`src/sv/lprbl_pkg.sv`:
```
// shared types and constants for the lidar range image box labeller
// no dependencies
`default_nettype none
package lprbl_pkg;

  localparam int unsigned CoordBits   = 16;
  localparam int unsigned ScaleShift  = 12;
  localparam int unsigned CordicSteps = 16;
  localparam int unsigned SqrtSteps   = 28;
  localparam int unsigned CordBits    = 32;
  localparam int unsigned AngBits     = 20;
  localparam int unsigned MaxColumns  = 1024;
  localparam int unsigned MaxRows     = 128;

  localparam logic [3:0] CfgTargetX = 4'd0;
  localparam logic [3:0] CfgTargetY = 4'd1;
  localparam logic [3:0] CfgTargetZ = 4'd2;
  localparam logic [3:0] CfgBoxX    = 4'd3;
  localparam logic [3:0] CfgBoxY    = 4'd4;
  localparam logic [3:0] CfgBoxZ    = 4'd5;
  localparam logic [3:0] CfgRows    = 4'd6;
  localparam logic [3:0] CfgColumns = 4'd7;

  localparam logic KindPixel = 1'b0;
  localparam logic KindFrame = 1'b1;

  typedef struct packed {
    logic       load;
    logic       sq;
    logic       sqrt_step;
    logic       cord_step;
    logic       save_az;
    logic       init_pol;
    logic       math;
    logic       finish;
    logic       frame;
    logic [3:0] idx;
  } lprbl_cmd_t;

  typedef struct packed {
    logic out_busy;
    logic frame_end;
  } lprbl_sts_t;

  function automatic logic signed [AngBits-1:0] atan_tab(input logic [3:0] i);
    logic signed [AngBits-1:0] v;
    case (i)
      4'd0:    v = 20'sd8192;
      4'd1:    v = 20'sd4836;
      4'd2:    v = 20'sd2555;
      4'd3:    v = 20'sd1297;
      4'd4:    v = 20'sd651;
      4'd5:    v = 20'sd326;
      4'd6:    v = 20'sd163;
      4'd7:    v = 20'sd81;
      4'd8:    v = 20'sd41;
      4'd9:    v = 20'sd20;
      4'd10:   v = 20'sd10;
      4'd11:   v = 20'sd5;
      4'd12:   v = 20'sd3;
      4'd13:   v = 20'sd1;
      4'd14:   v = 20'sd1;
      default: v = 20'sd0;
    endcase
    return v;
  endfunction

endpackage
`default_nettype wire

```
`src/sv/lprbl_ctrl.sv`:
```
// sequencer for the labeller: point accept, sqrt and cordic passes, result hand-off
// depends on lprbl_pkg
`default_nettype none
module lprbl_ctrl import lprbl_pkg::*; (
  input  wire        clk_i,
  input  wire        rst_ni,
  input  wire        in_valid_i,
  output logic       in_ready_o,
  input  lprbl_sts_t sts_i,
  output lprbl_cmd_t cmd_o
);

  typedef enum logic [2:0] {
    StIdle, StSq, StRun, StPol, StPrun, StMath, StFin, StFrm
  } state_e;

  state_e     state_q, state_d;
  logic [4:0] cnt_q, cnt_d;

  always_comb begin
    state_d    = state_q;
    cnt_d      = cnt_q;
    cmd_o      = '0;
    cmd_o.idx  = cnt_q[3:0];
    in_ready_o = 1'b0;
    case (state_q)
      StIdle: begin
        in_ready_o = 1'b1;
        if (in_valid_i) begin
          cmd_o.load = 1'b1;
          state_d    = StSq;
        end
      end
      StSq: begin
        cmd_o.sq = 1'b1;
        cnt_d    = '0;
        state_d  = StRun;
      end
      StRun: begin
        // azimuth cordic runs its sixteen steps alongside the first sqrt steps
        cmd_o.sqrt_step = 1'b1;
        cmd_o.cord_step = (cnt_q < 5'd16);
        cmd_o.save_az   = (cnt_q == 5'd16);
        cnt_d           = cnt_q + 5'd1;
        if (cnt_q == 5'(SqrtSteps - 1)) state_d = StPol;
      end
      StPol: begin
        cmd_o.init_pol = 1'b1;
        cnt_d          = '0;
        state_d        = StPrun;
      end
      StPrun: begin
        cmd_o.cord_step = 1'b1;
        cnt_d           = cnt_q + 5'd1;
        if (cnt_q == 5'(CordicSteps - 1)) state_d = StMath;
      end
      StMath: begin
        cmd_o.math = 1'b1;
        state_d    = StFin;
      end
      StFin: begin
        if (!sts_i.out_busy) begin
          cmd_o.finish = 1'b1;
          state_d      = sts_i.frame_end ? StFrm : StIdle;
        end
      end
      StFrm: begin
        if (!sts_i.out_busy) begin
          cmd_o.frame = 1'b1;
          state_d     = StIdle;
        end
      end
      default: state_d = StIdle;
    endcase
  end

  always_ff @(posedge clk_i or negedge rst_ni) begin
    if (!rst_ni) begin
      state_q <= StIdle;
      cnt_q   <= '0;
    end else begin
      state_q <= state_d;
      cnt_q   <= cnt_d;
    end
  end

endmodule
`default_nettype wire

```
`src/sv/lprbl_dpath.sv`:
```
// datapath: squares, bit-serial sqrt, shared cordic, pixel mapping, box bounds, output reg
// depends on lprbl_pkg
`default_nettype none
module lprbl_dpath import lprbl_pkg::*; (
  input  wire                        clk_i,
  input  wire                        rst_ni,
  input  lprbl_cmd_t                 cmd_i,
  output lprbl_sts_t                 sts_o,
  input  wire signed [CoordBits-1:0] px_i,
  input  wire signed [CoordBits-1:0] py_i,
  input  wire signed [CoordBits-1:0] pz_i,
  input  wire                        fe_i,
  input  wire signed [15:0]          tgt_x_i,
  input  wire signed [15:0]          tgt_y_i,
  input  wire signed [15:0]          tgt_z_i,
  input  wire        [14:0]          size_x_i,
  input  wire        [14:0]          size_y_i,
  input  wire        [14:0]          size_z_i,
  input  wire        [9:0]           wm1_i,
  input  wire        [7:0]           h_i,
  input  wire                        out_ready_i,
  output logic                       out_valid_o,
  output logic                       out_kind_o,
  output logic       [69:0]          out_data_o
);

  logic signed [CoordBits-1:0] px_q, py_q, pz_q;
  logic                        fe_q;
  logic [55:0]                 nsh_q;
  logic [31:0]                 rem_q;
  logic [SqrtSteps-1:0]        root_q;
  logic signed [CordBits-1:0]  cx_q, cy_q;
  logic signed [AngBits-1:0]   ang_q, az_q;
  logic                        czero_q;
  logic [26:0]                 colp_q;
  logic signed [28:0]          rowp_q;
  logic                        hit_q;
  logic [9:0]                  lcol_q, gcol_q;
  logic [6:0]                  lrow_q, grow_q;
  logic                        ov_q, okind_q;
  logic [69:0]                 odata_q;

  // squares and sum of x^2 + y^2 of the held point
  logic signed [31:0] sqx, sqy;
  logic [31:0]        sqsum;
  assign sqx   = px_q * px_q;
  assign sqy   = py_q * py_q;
  assign sqsum = 32'(sqx) + 32'(sqy);

  // one root bit per cycle
  logic [31:0] rem_sh, trial;
  assign rem_sh = {rem_q[29:0], nsh_q[55:54]};
  assign trial  = {2'b00, root_q, 2'b01};

  // cordic vectoring init
  logic signed [CordBits-1:0] ix, iy;
  always_comb begin
    if (cmd_i.init_pol) begin
      ix = CordBits'(pz_q) <<< ScaleShift;
      iy = CordBits'({1'b0, root_q});
    end else begin
      ix = CordBits'(px_q) <<< ScaleShift;
      iy = CordBits'(py_q) <<< ScaleShift;
    end
  end

  logic signed [CordBits-1:0] xsh, ysh;
  assign xsh = cx_q >>> cmd_i.idx;
  assign ysh = cy_q >>> cmd_i.idx;

  logic signed [AngBits-1:0] cord_res, theta;
  assign cord_res = czero_q ? '0 : ang_q;
  assign theta    = (pz_q == '0) ? 20'sd16384 : cord_res;

  // pixel mapping products
  logic signed [20:0] fdiff, tdiff;
  logic [16:0]        fcl;
  assign fdiff = 21'sd32768 - 21'(az_q);
  always_comb begin
    if (fdiff < 0)              fcl = '0;
    else if (fdiff > 21'sd65536) fcl = 17'd65536;
    else                        fcl = fdiff[16:0];
  end
  assign tdiff = 21'(theta) - 21'sd12288;

  logic [27:0]        colsum;
  logic [9:0]         col;
  logic signed [28:0] nval;
  logic [15:0]        rowfull;
  logic               view;
  logic [6:0]         row;
  assign colsum  = 28'(colp_q) + 28'd32768;
  assign col     = colsum[25:16];
  assign nval    = rowp_q + 29'sd4096;
  assign rowfull = 16'(nval >>> 13);
  assign view    = !nval[28] && (rowfull < 16'(h_i));
  assign row     = view ? rowfull[6:0] : '0;

  // strict box test in doubled units
  function automatic logic inside_f(input logic signed [15:0] p, input logic signed [15:0] c,
                                    input logic [14:0] s);
    logic signed [18:0] p2, c2, sz;
    p2 = 19'(p) <<< 1;
    c2 = 19'(c) <<< 1;
    sz = 19'({1'b0, s});
    return (p2 > c2 - sz) && (p2 < c2 + sz);
  endfunction

  logic box;
  assign box = inside_f(16'(px_q), tgt_x_i, size_x_i) && inside_f(16'(py_q), tgt_y_i, size_y_i)
               && inside_f(16'(pz_q), tgt_z_i, size_z_i);

  logic busy;
  assign busy            = ov_q && !out_ready_i;
  assign sts_o.out_busy  = busy;
  assign sts_o.frame_end = fe_q;

  always_ff @(posedge clk_i) begin
    if (cmd_i.load) begin
      px_q <= px_i;
      py_q <= py_i;
      pz_q <= pz_i;
      fe_q <= fe_i;
    end
    if (cmd_i.sq) begin
      nsh_q <= {sqsum, 24'd0};
      rem_q <= '0;
      root_q <= '0;
    end else if (cmd_i.sqrt_step) begin
      nsh_q <= {nsh_q[53:0], 2'b00};
      if (rem_sh >= trial) begin
        rem_q  <= rem_sh - trial;
        root_q <= {root_q[SqrtSteps-2:0], 1'b1};
      end else begin
        rem_q  <= rem_sh;
        root_q <= {root_q[SqrtSteps-2:0], 1'b0};
      end
    end
    if (cmd_i.sq || cmd_i.init_pol) begin
      czero_q <= (ix == '0) && (iy == '0);
      if (ix < 0) begin
        cx_q  <= -ix;
        cy_q  <= -iy;
        ang_q <= (iy >= 0) ? 20'sd32768 : -20'sd32768;
      end else begin
        cx_q  <= ix;
        cy_q  <= iy;
        ang_q <= '0;
      end
    end else if (cmd_i.cord_step) begin
      if (cy_q > 0) begin
        cx_q  <= cx_q + ysh;
        cy_q  <= cy_q - xsh;
        ang_q <= ang_q + atan_tab(cmd_i.idx);
      end else begin
        cx_q  <= cx_q - ysh;
        cy_q  <= cy_q + xsh;
        ang_q <= ang_q - atan_tab(cmd_i.idx);
      end
    end
    if (cmd_i.save_az) az_q <= cord_res;
    if (cmd_i.math) begin
      colp_q <= wm1_i * fcl;
      rowp_q <= $signed({1'b0, h_i - 8'd1}) * tdiff;
    end
    if (!busy && (cmd_i.finish || cmd_i.frame)) begin
      if (cmd_i.frame) begin
        okind_q <= KindFrame;
        odata_q <= hit_q ? {grow_q, gcol_q, lrow_q, lcol_q, 1'b1, 35'd0} : '0;
      end else begin
        okind_q <= KindPixel;
        odata_q <= {35'd0, box, view, 16'(px_q), row, col};
      end
    end
  end

  always_ff @(posedge clk_i or negedge rst_ni) begin
    if (!rst_ni) begin
      ov_q   <= 1'b0;
      hit_q  <= 1'b0;
      lcol_q <= 10'd1023;
      gcol_q <= '0;
      lrow_q <= 7'd127;
      grow_q <= '0;
    end else begin
      if (!busy && (cmd_i.finish || cmd_i.frame)) ov_q <= 1'b1;
      else if (out_ready_i)                        ov_q <= 1'b0;
      if (cmd_i.finish && box && view) begin
        hit_q <= 1'b1;
        if (col < lcol_q) lcol_q <= col;
        if (col > gcol_q) gcol_q <= col;
        if (row < lrow_q) lrow_q <= row;
        if (row > grow_q) grow_q <= row;
      end else if (cmd_i.frame) begin
        hit_q  <= 1'b0;
        lcol_q <= 10'd1023;
        gcol_q <= '0;
        lrow_q <= 7'd127;
        grow_q <= '0;
      end
    end
  end

  assign out_valid_o = ov_q;
  assign out_kind_o  = okind_q;
  assign out_data_o  = odata_q;

endmodule
`default_nettype wire

```
`src/sv/lidar_point_range_image_box_labeller_unit.sv`:
```
// Lidar point range-image projection with target box labelling.
// Input stream s_axis_*: one point per transfer, tdata = x, y, z (16 bits each,
// signed, 1/256 m), tlast marks the last point of a frame.
// Output stream m_axis_*: tuser = result kind (0 pixel, 1 frame bounds).
// Every point gives a pixel result; a tlast point adds a frame result after it.
// Config channel cfg_*: index 0..7 = target x/y/z, box size x/y/z, rows, columns;
// always ready, write only while the block is idle.
// Sequence: after a point is accepted, its pixel result passes through one
// square, 28 square-root steps (the azimuth cordic runs alongside), polar
// cordic (init plus 16 steps), one multiply and one output load. A new point
// is accepted in the cycle after the previous point's results are in the output
// register, so no new point is taken while one is in flight; a frame end adds
// a frame result, loaded once its pixel result has been taken.
// Stall: results are held in the output register while m_axis_tready is low,
// and the sequencer waits for it before loading the next result.
// Reset clears the frame bounds and restores register defaults; no clearing pass.
// depends on lprbl_pkg, lprbl_ctrl, lprbl_dpath
`default_nettype none
module lidar_point_range_image_box_labeller_unit import lprbl_pkg::*; (
  input  wire         clk_i,
  input  wire         rst_ni,
  input  wire         s_axis_tvalid,
  output logic        s_axis_tready,
  input  wire  [47:0] s_axis_tdata,   // point_x, point_y, point_z
  input  wire         s_axis_tlast,   // frame_end
  output logic        m_axis_tvalid,
  input  wire         m_axis_tready,
  output logic [71:0] m_axis_tdata,   // pixel_column, pixel_row, depth_value, in_view,
                                      // in_box, box_found, box_left, box_top,
                                      // box_right, box_bottom, zero pad
  output logic        m_axis_tuser,   // result_kind
  input  wire         cfg_valid_i,
  output logic        cfg_ready_o,
  input  wire  [3:0]  cfg_index_i,
  input  wire  [15:0] cfg_data_i
);

  logic signed [15:0] tgt_x_q, tgt_y_q, tgt_z_q;
  logic [14:0]        size_x_q, size_y_q, size_z_q;
  logic [7:0]         rows_q;
  logic [10:0]        cols_q;

  assign cfg_ready_o = 1'b1;

  always_ff @(posedge clk_i or negedge rst_ni) begin
    if (!rst_ni) begin
      tgt_x_q  <= '0;
      tgt_y_q  <= '0;
      tgt_z_q  <= '0;
      size_x_q <= 15'd166;
      size_y_q <= 15'd166;
      size_z_q <= 15'd115;
      rows_q   <= 8'd64;
      cols_q   <= 11'd1024;
    end else if (cfg_valid_i) begin
      case (cfg_index_i)
        CfgTargetX: tgt_x_q  <= cfg_data_i;
        CfgTargetY: tgt_y_q  <= cfg_data_i;
        CfgTargetZ: tgt_z_q  <= cfg_data_i;
        CfgBoxX:    size_x_q <= cfg_data_i[14:0];
        CfgBoxY:    size_y_q <= cfg_data_i[14:0];
        CfgBoxZ:    size_z_q <= cfg_data_i[14:0];
        CfgRows:    rows_q   <= cfg_data_i[7:0];
        CfgColumns: cols_q   <= cfg_data_i[10:0];
        default: ;
      endcase
    end
  end

  // zero acts as one, oversize saturates
  logic [10:0] w_eff;
  logic [7:0]  h_eff;
  always_comb begin
    if (cols_q == '0)                    w_eff = 11'd1;
    else if (cols_q > 11'(MaxColumns))   w_eff = 11'(MaxColumns);
    else                                 w_eff = cols_q;
    if (rows_q == '0)                    h_eff = 8'd1;
    else if (rows_q > 8'(MaxRows))       h_eff = 8'(MaxRows);
    else                                 h_eff = rows_q;
  end

  logic [9:0] wm1;
  assign wm1 = 10'(w_eff - 11'd1);

  lprbl_cmd_t cmd;
  lprbl_sts_t sts;
  logic [69:0] odata;

  lprbl_ctrl u_ctrl (
    .clk_i      (clk_i),
    .rst_ni     (rst_ni),
    .in_valid_i (s_axis_tvalid),
    .in_ready_o (s_axis_tready),
    .sts_i      (sts),
    .cmd_o      (cmd)
  );

  lprbl_dpath u_dpath (
    .clk_i       (clk_i),
    .rst_ni      (rst_ni),
    .cmd_i       (cmd),
    .sts_o       (sts),
    .px_i        (s_axis_tdata[15:0]),
    .py_i        (s_axis_tdata[31:16]),
    .pz_i        (s_axis_tdata[47:32]),
    .fe_i        (s_axis_tlast),
    .tgt_x_i     (tgt_x_q),
    .tgt_y_i     (tgt_y_q),
    .tgt_z_i     (tgt_z_q),
    .size_x_i    (size_x_q),
    .size_y_i    (size_y_q),
    .size_z_i    (size_z_q),
    .wm1_i       (wm1),
    .h_i         (h_eff),
    .out_ready_i (m_axis_tready),
    .out_valid_o (m_axis_tvalid),
    .out_kind_o  (m_axis_tuser),
    .out_data_o  (odata)
  );

  assign m_axis_tdata = {2'b00, odata};

endmodule
`default_nettype wire

```
`config.mk`:
```
export PLATFORM = sky130hd
export DESIGN_NAME = lidar_point_range_image_box_labeller_unit
export DESIGN_NICKNAME = d
export VERILOG_FILES = /design/src/sv/lprbl_pkg.sv /design/src/sv/lprbl_ctrl.sv /design/src/sv/lprbl_dpath.sv /design/src/sv/lidar_point_range_image_box_labeller_unit.sv
export SDC_FILE = /design/constraint.sdc
export NUM_CORES = 2
export LEC_CHECK = 0
export BUFFER_PORTS_ARGS = -buffer_cell sky130_fd_sc_hd__buf_2
export CAP_MARGIN = 30
export CORE_ASPECT_RATIO = 2
export CORE_MARGIN = 2
export CORE_UTILIZATION = 50
export CTS_CLUSTER_DIAMETER = 120
export DETAILED_ROUTE_END_ITERATION = 16
export HOLD_SLACK_MARGIN = 0.15
export PLACE_DENSITY = 0.69
export SETUP_SLACK_MARGIN = 0.2
export SLEW_MARGIN = 20
export SYNTH_ARGS = -nofsm -noshare
export SYNTH_HDL_FRONTEND = slang
export SYNTH_SLANG_ARGS = --single-unit
```
`constraint.sdc`:
```
create_clock -name clk_i -period 8.45 [get_ports clk_i]
set_input_delay 1.69 -clock clk_i [delete_from_list [all_inputs] [get_ports clk_i]]
set_output_delay 1.69 -clock clk_i [all_outputs]
set_load 0.005 [all_outputs]
```
==> results.sh <==
export IMPL_outcome="finished, final reports clean"
export IMPL_synth_top_area_share_pct=23.6
export IMPL_wl_per_cell_um=23.2
export IMPL_wl_um=209000
export IMPL_cp_required_ps=8900
export IMPL_slew_violations=0
export IMPL_initial_core_util_pct=50.3
export IMPL_drc=0
export IMPL_cp_num_buf_inv=4
export IMPL_synth_cell_area_sq_um=65900
export IMPL_crit_arrival_ps=8390
export IMPL_rows=188
export IMPL_grt_max_degree=79
export IMPL_synthTopCellsByCount="inv_1 (1126), fa_1 (777), nand2_1 (615), ha_1 (603), nor2_1 (516)"
export IMPL_fp_dieW_um=261
export IMPL_core_sq_um=131000
export IMPL_port_buffers=146
export IMPL_timing_slew_headroom_pct=28.8
export IMPL_multi_input_area_sq_um=47300
export IMPL_fp_dieH_um=517
export IMPL_hold_ws_ps=477
export IMPL_end_kind="register"
export IMPL_syn2layout_area_growth_pct=9.25
export IMPL_syn_inst=7017
export IMPL_synth_seq_cells=499
export IMPL_hp_class="register to register"
export IMPL_fin_crit_ps=7950
export IMPL_finalSetupViolCount=0
export IMPL_nFillCells=11900
export IMPL_firstDrtPassIters=6
export IMPL_cp_slowest_stage_delay_ps=720
export IMPL_grt_antenna_before_repair=9
export IMPL_synth_area_leaders="fa_1 (24%), edfxtp_1 (13%), ha_1 (11%)"
export IMPL_htreeDepth=2
export IMPL_avgSynthCellArea_sq_um=9.39
export IMPL_num_nets_final=8696
export IMPL_yosys_warnings=0
export IMPL_ios=150
export IMPL_grt_use_total_pct=31.4
export IMPL_regArea_sq_um=13700
export IMPL_hold_buffers=0
export IMPL_cp_start_kind="register"
export IMPL_grt_pass1_vias=56300
export IMPL_path_clk_slew_ps=80
export IMPL_synth_edff_count=285
export IMPL_yosysTopAreaCell="fa_1"
export IMPL_worstMarginPinSlew_ps=1060
export IMPL_crit_type="register to register"
export IMPL_drv_cap=0
export IMPL_drive_above_1_share_pct=11.6
export IMPL_ys_seq_area_share_pct=20.7
export IMPL_grt_first_pass_wirelength_um=317000
export IMPL_dieArea_sq_um=135000
export IMPL_synth_ff_type="edfxtp_1"
export IMPL_hold_viol=0
export IMPL_rsz0062_at_grt="false"
export IMPL_async_reset_ff_share_pct=31.3
export IMPL_fin_cells=9000
export IMPL_ant_nets=0
export IMPL_viasPerCell=5.80
export IMPL_cts_root_buffer_cell="clkbuf_16"
export IMPL_synth_most_common_cell="inv_1"
export IMPL_num_vias=52200
export IMPL_ys_types=93
export IMPL_post_dp_hpwl_um=171000
export IMPL_clkLatencyLatePin_ps=700
export IMPL_drtIter0Drc=3192
export IMPL_crit_top_cell="fa_1"
export IMPL_crit_family="adder cells"
export IMPL_fmax_mhz=126
export IMPL_numCtsBuffers=54
export IMPL_fin_crit_sh_pct=94.0
export IMPL_gp_congestion=1.00
export IMPL_slowest_stage="fa_1"
export IMPL_clkSinkCount=499
export IMPL_clock_path_buffers=3
export IMPL_critPathMaxFanout=15
export IMPL_numPlacedInstances=8861
export IMPL_cts_tree="yes"
export IMPL_fin_skew_ps=52.3
export IMPL_grt_overflow_total=0
final timing paths:
kind	startpoint	to	slack (ps)	depth (start not counted)
hold reg to reg	u_dpath.root_q[27]	u_dpath.root_q[27]	480	2
setup reg to reg	u_dpath.py_q[4]	u_dpath.nsh_q[53]	500	25
hold / removal	u_dpath.root_q[27]	u_dpath.root_q[27]	480	2
min in group asynchronous	rst_ni	tgt_z_q[5]	1080	1
max in group asynchronous	rst_ni	size_y_q[7]	6100	3
setup / recovery	u_dpath.py_q[4]	u_dpath.nsh_q[53]	500	25
cell usage in the layout, fill, tap and decap left out, types with 28 or more instances in the layout:
| master | instances |
|---|---|
| and2_1 | 132 |
| o211ai_1 | 29 |
| a21o_1 | 110 |
| nor2_1 | 509 |
| nand4_1 | 43 |
| o22ai_1 | 38 |
| or2_2 | 49 |
| nor3_1 | 110 |
| mux4_2 | 84 |
| dfxtp_1 | 58 |
| o31ai_1 | 28 |
| dfstp_2 | 32 |
| buf_4 | 234 |
| and3_1 | 39 |
| a31oi_1 | 37 |
| dfrtp_1 | 120 |
| o21bai_1 | 40 |
| buf_2 | 147 |
| o21a_1 | 47 |
| nor2b_1 | 89 |
| fa_1 | 777 |
| ha_1 | 602 |
| nand2b_1 | 75 |
| nand2_1 | 613 |
| nand3_1 | 113 |
| o21ai_0 | 291 |
| xor2_1 | 145 |
| mux2_2 | 109 |
| a21oi_1 | 324 |
| edfxtp_1 | 285 |
| clkbuf_16 | 54 |
| inv_1 | 1123 |
| xnor2_1 | 269 |
| a211oi_1 | 34 |
| mux2i_1 | 96 |
registers in the layout, indices dropped and copies added, names as in the netlist, 10 cells and up:
| signal | count |
|---|---|
| u_dpath.out_data_o | 70 |
| u_dpath.cx_q | 32 |
| u_dpath.cy_q | 32 |
| u_dpath.nsh_q | 32 |
| u_dpath.rem_q | 30 |
| u_dpath.root_q | 28 |
| u_dpath.ang_q | 20 |
| u_dpath.az_q | 20 |
| u_dpath.rowp_q | 17 |
| tgt_x_q | 16 |
| tgt_y_q | 16 |
| tgt_z_q | 16 |
| u_dpath.px_q | 16 |
| u_dpath.py_q | 16 |
| u_dpath.pz_q | 16 |
| size_x_q | 15 |
| size_y_q | 15 |
| size_z_q | 15 |
| cols_q | 11 |
| u_dpath.colp_q | 11 |
| u_dpath.gcol_q | 10 |
| u_dpath.lcol_q | 10 |
per-stage QoR:
stage               utilization, %  area [sq um]  TNS (ps)  setup WS (ps)
finish                        54.9         72000         0            505
floorplan                        -         66000         0            231
CTS                           54.6         71500         0            201
global placement              53.0         69500      -185          -88.4
global route                  54.9         72000         0            215
detailed placement            53.1         69600      -623           -200
what timing repair did:
action / in CTS / in global routing
resized for setup: 12 / 32
buffers inserted: 1 / 28
hold endpoints to repair: 0 / 0
pin swaps: 1 / 11
cloned: 0 / 0
endpoints found under the setup margin: 10 / 17
area by class of cell:
class	count	share of cell area, %
antenna	3	0.0104
clock buffer	68	2.05
clock inverter	33	0.532
inverter	1135	5.92
multi-input combinational	5157	65.7
sequential	499	19.0
tap	1710	2.97
timing repair buffer	395	3.81
layer usage:
layer	routed length, um	GRT usage (%)	vias to the layer above
met2	115000	60.2	1707
met1	62300	27.7	25900
met3	9690	4.52	859
li1	-	-	23700
met5	27	0	-
met4	22300	27.9	4
logic make-up after synthesis:
| kind of cell | count (synthesis) | synth area share, % |
|---|---|---|
| DFF | 499 | 20.7 |
| and+or+nand+nor | 1911 | 13.7 |
| AOI/OAI and AO/OA | 1138 | 10.8 |
| adders and majority gates | 1380 | 35.1 |
| buffers and inverters | 1383 | 8.00 |
| other | 2 | 0.0114 |
| muxes | 289 | 6.19 |
| xor gates and xnor gates | 415 | 5.52 |
worst register-to-register path: cells and delay by family, from the launching register on:
family / cells / cell delay, ps
xor+xnor: 1 / 160
simple gates: 5 / 570
compound gates: 6 / 950
buf+inv: 4 / 580
fa+ha+maj: 9 / 4870
flops: 1 / 550
Power is not shown: default switching activity piles up to over one toggle a cycle in this logic, so the estimate is an artifact.
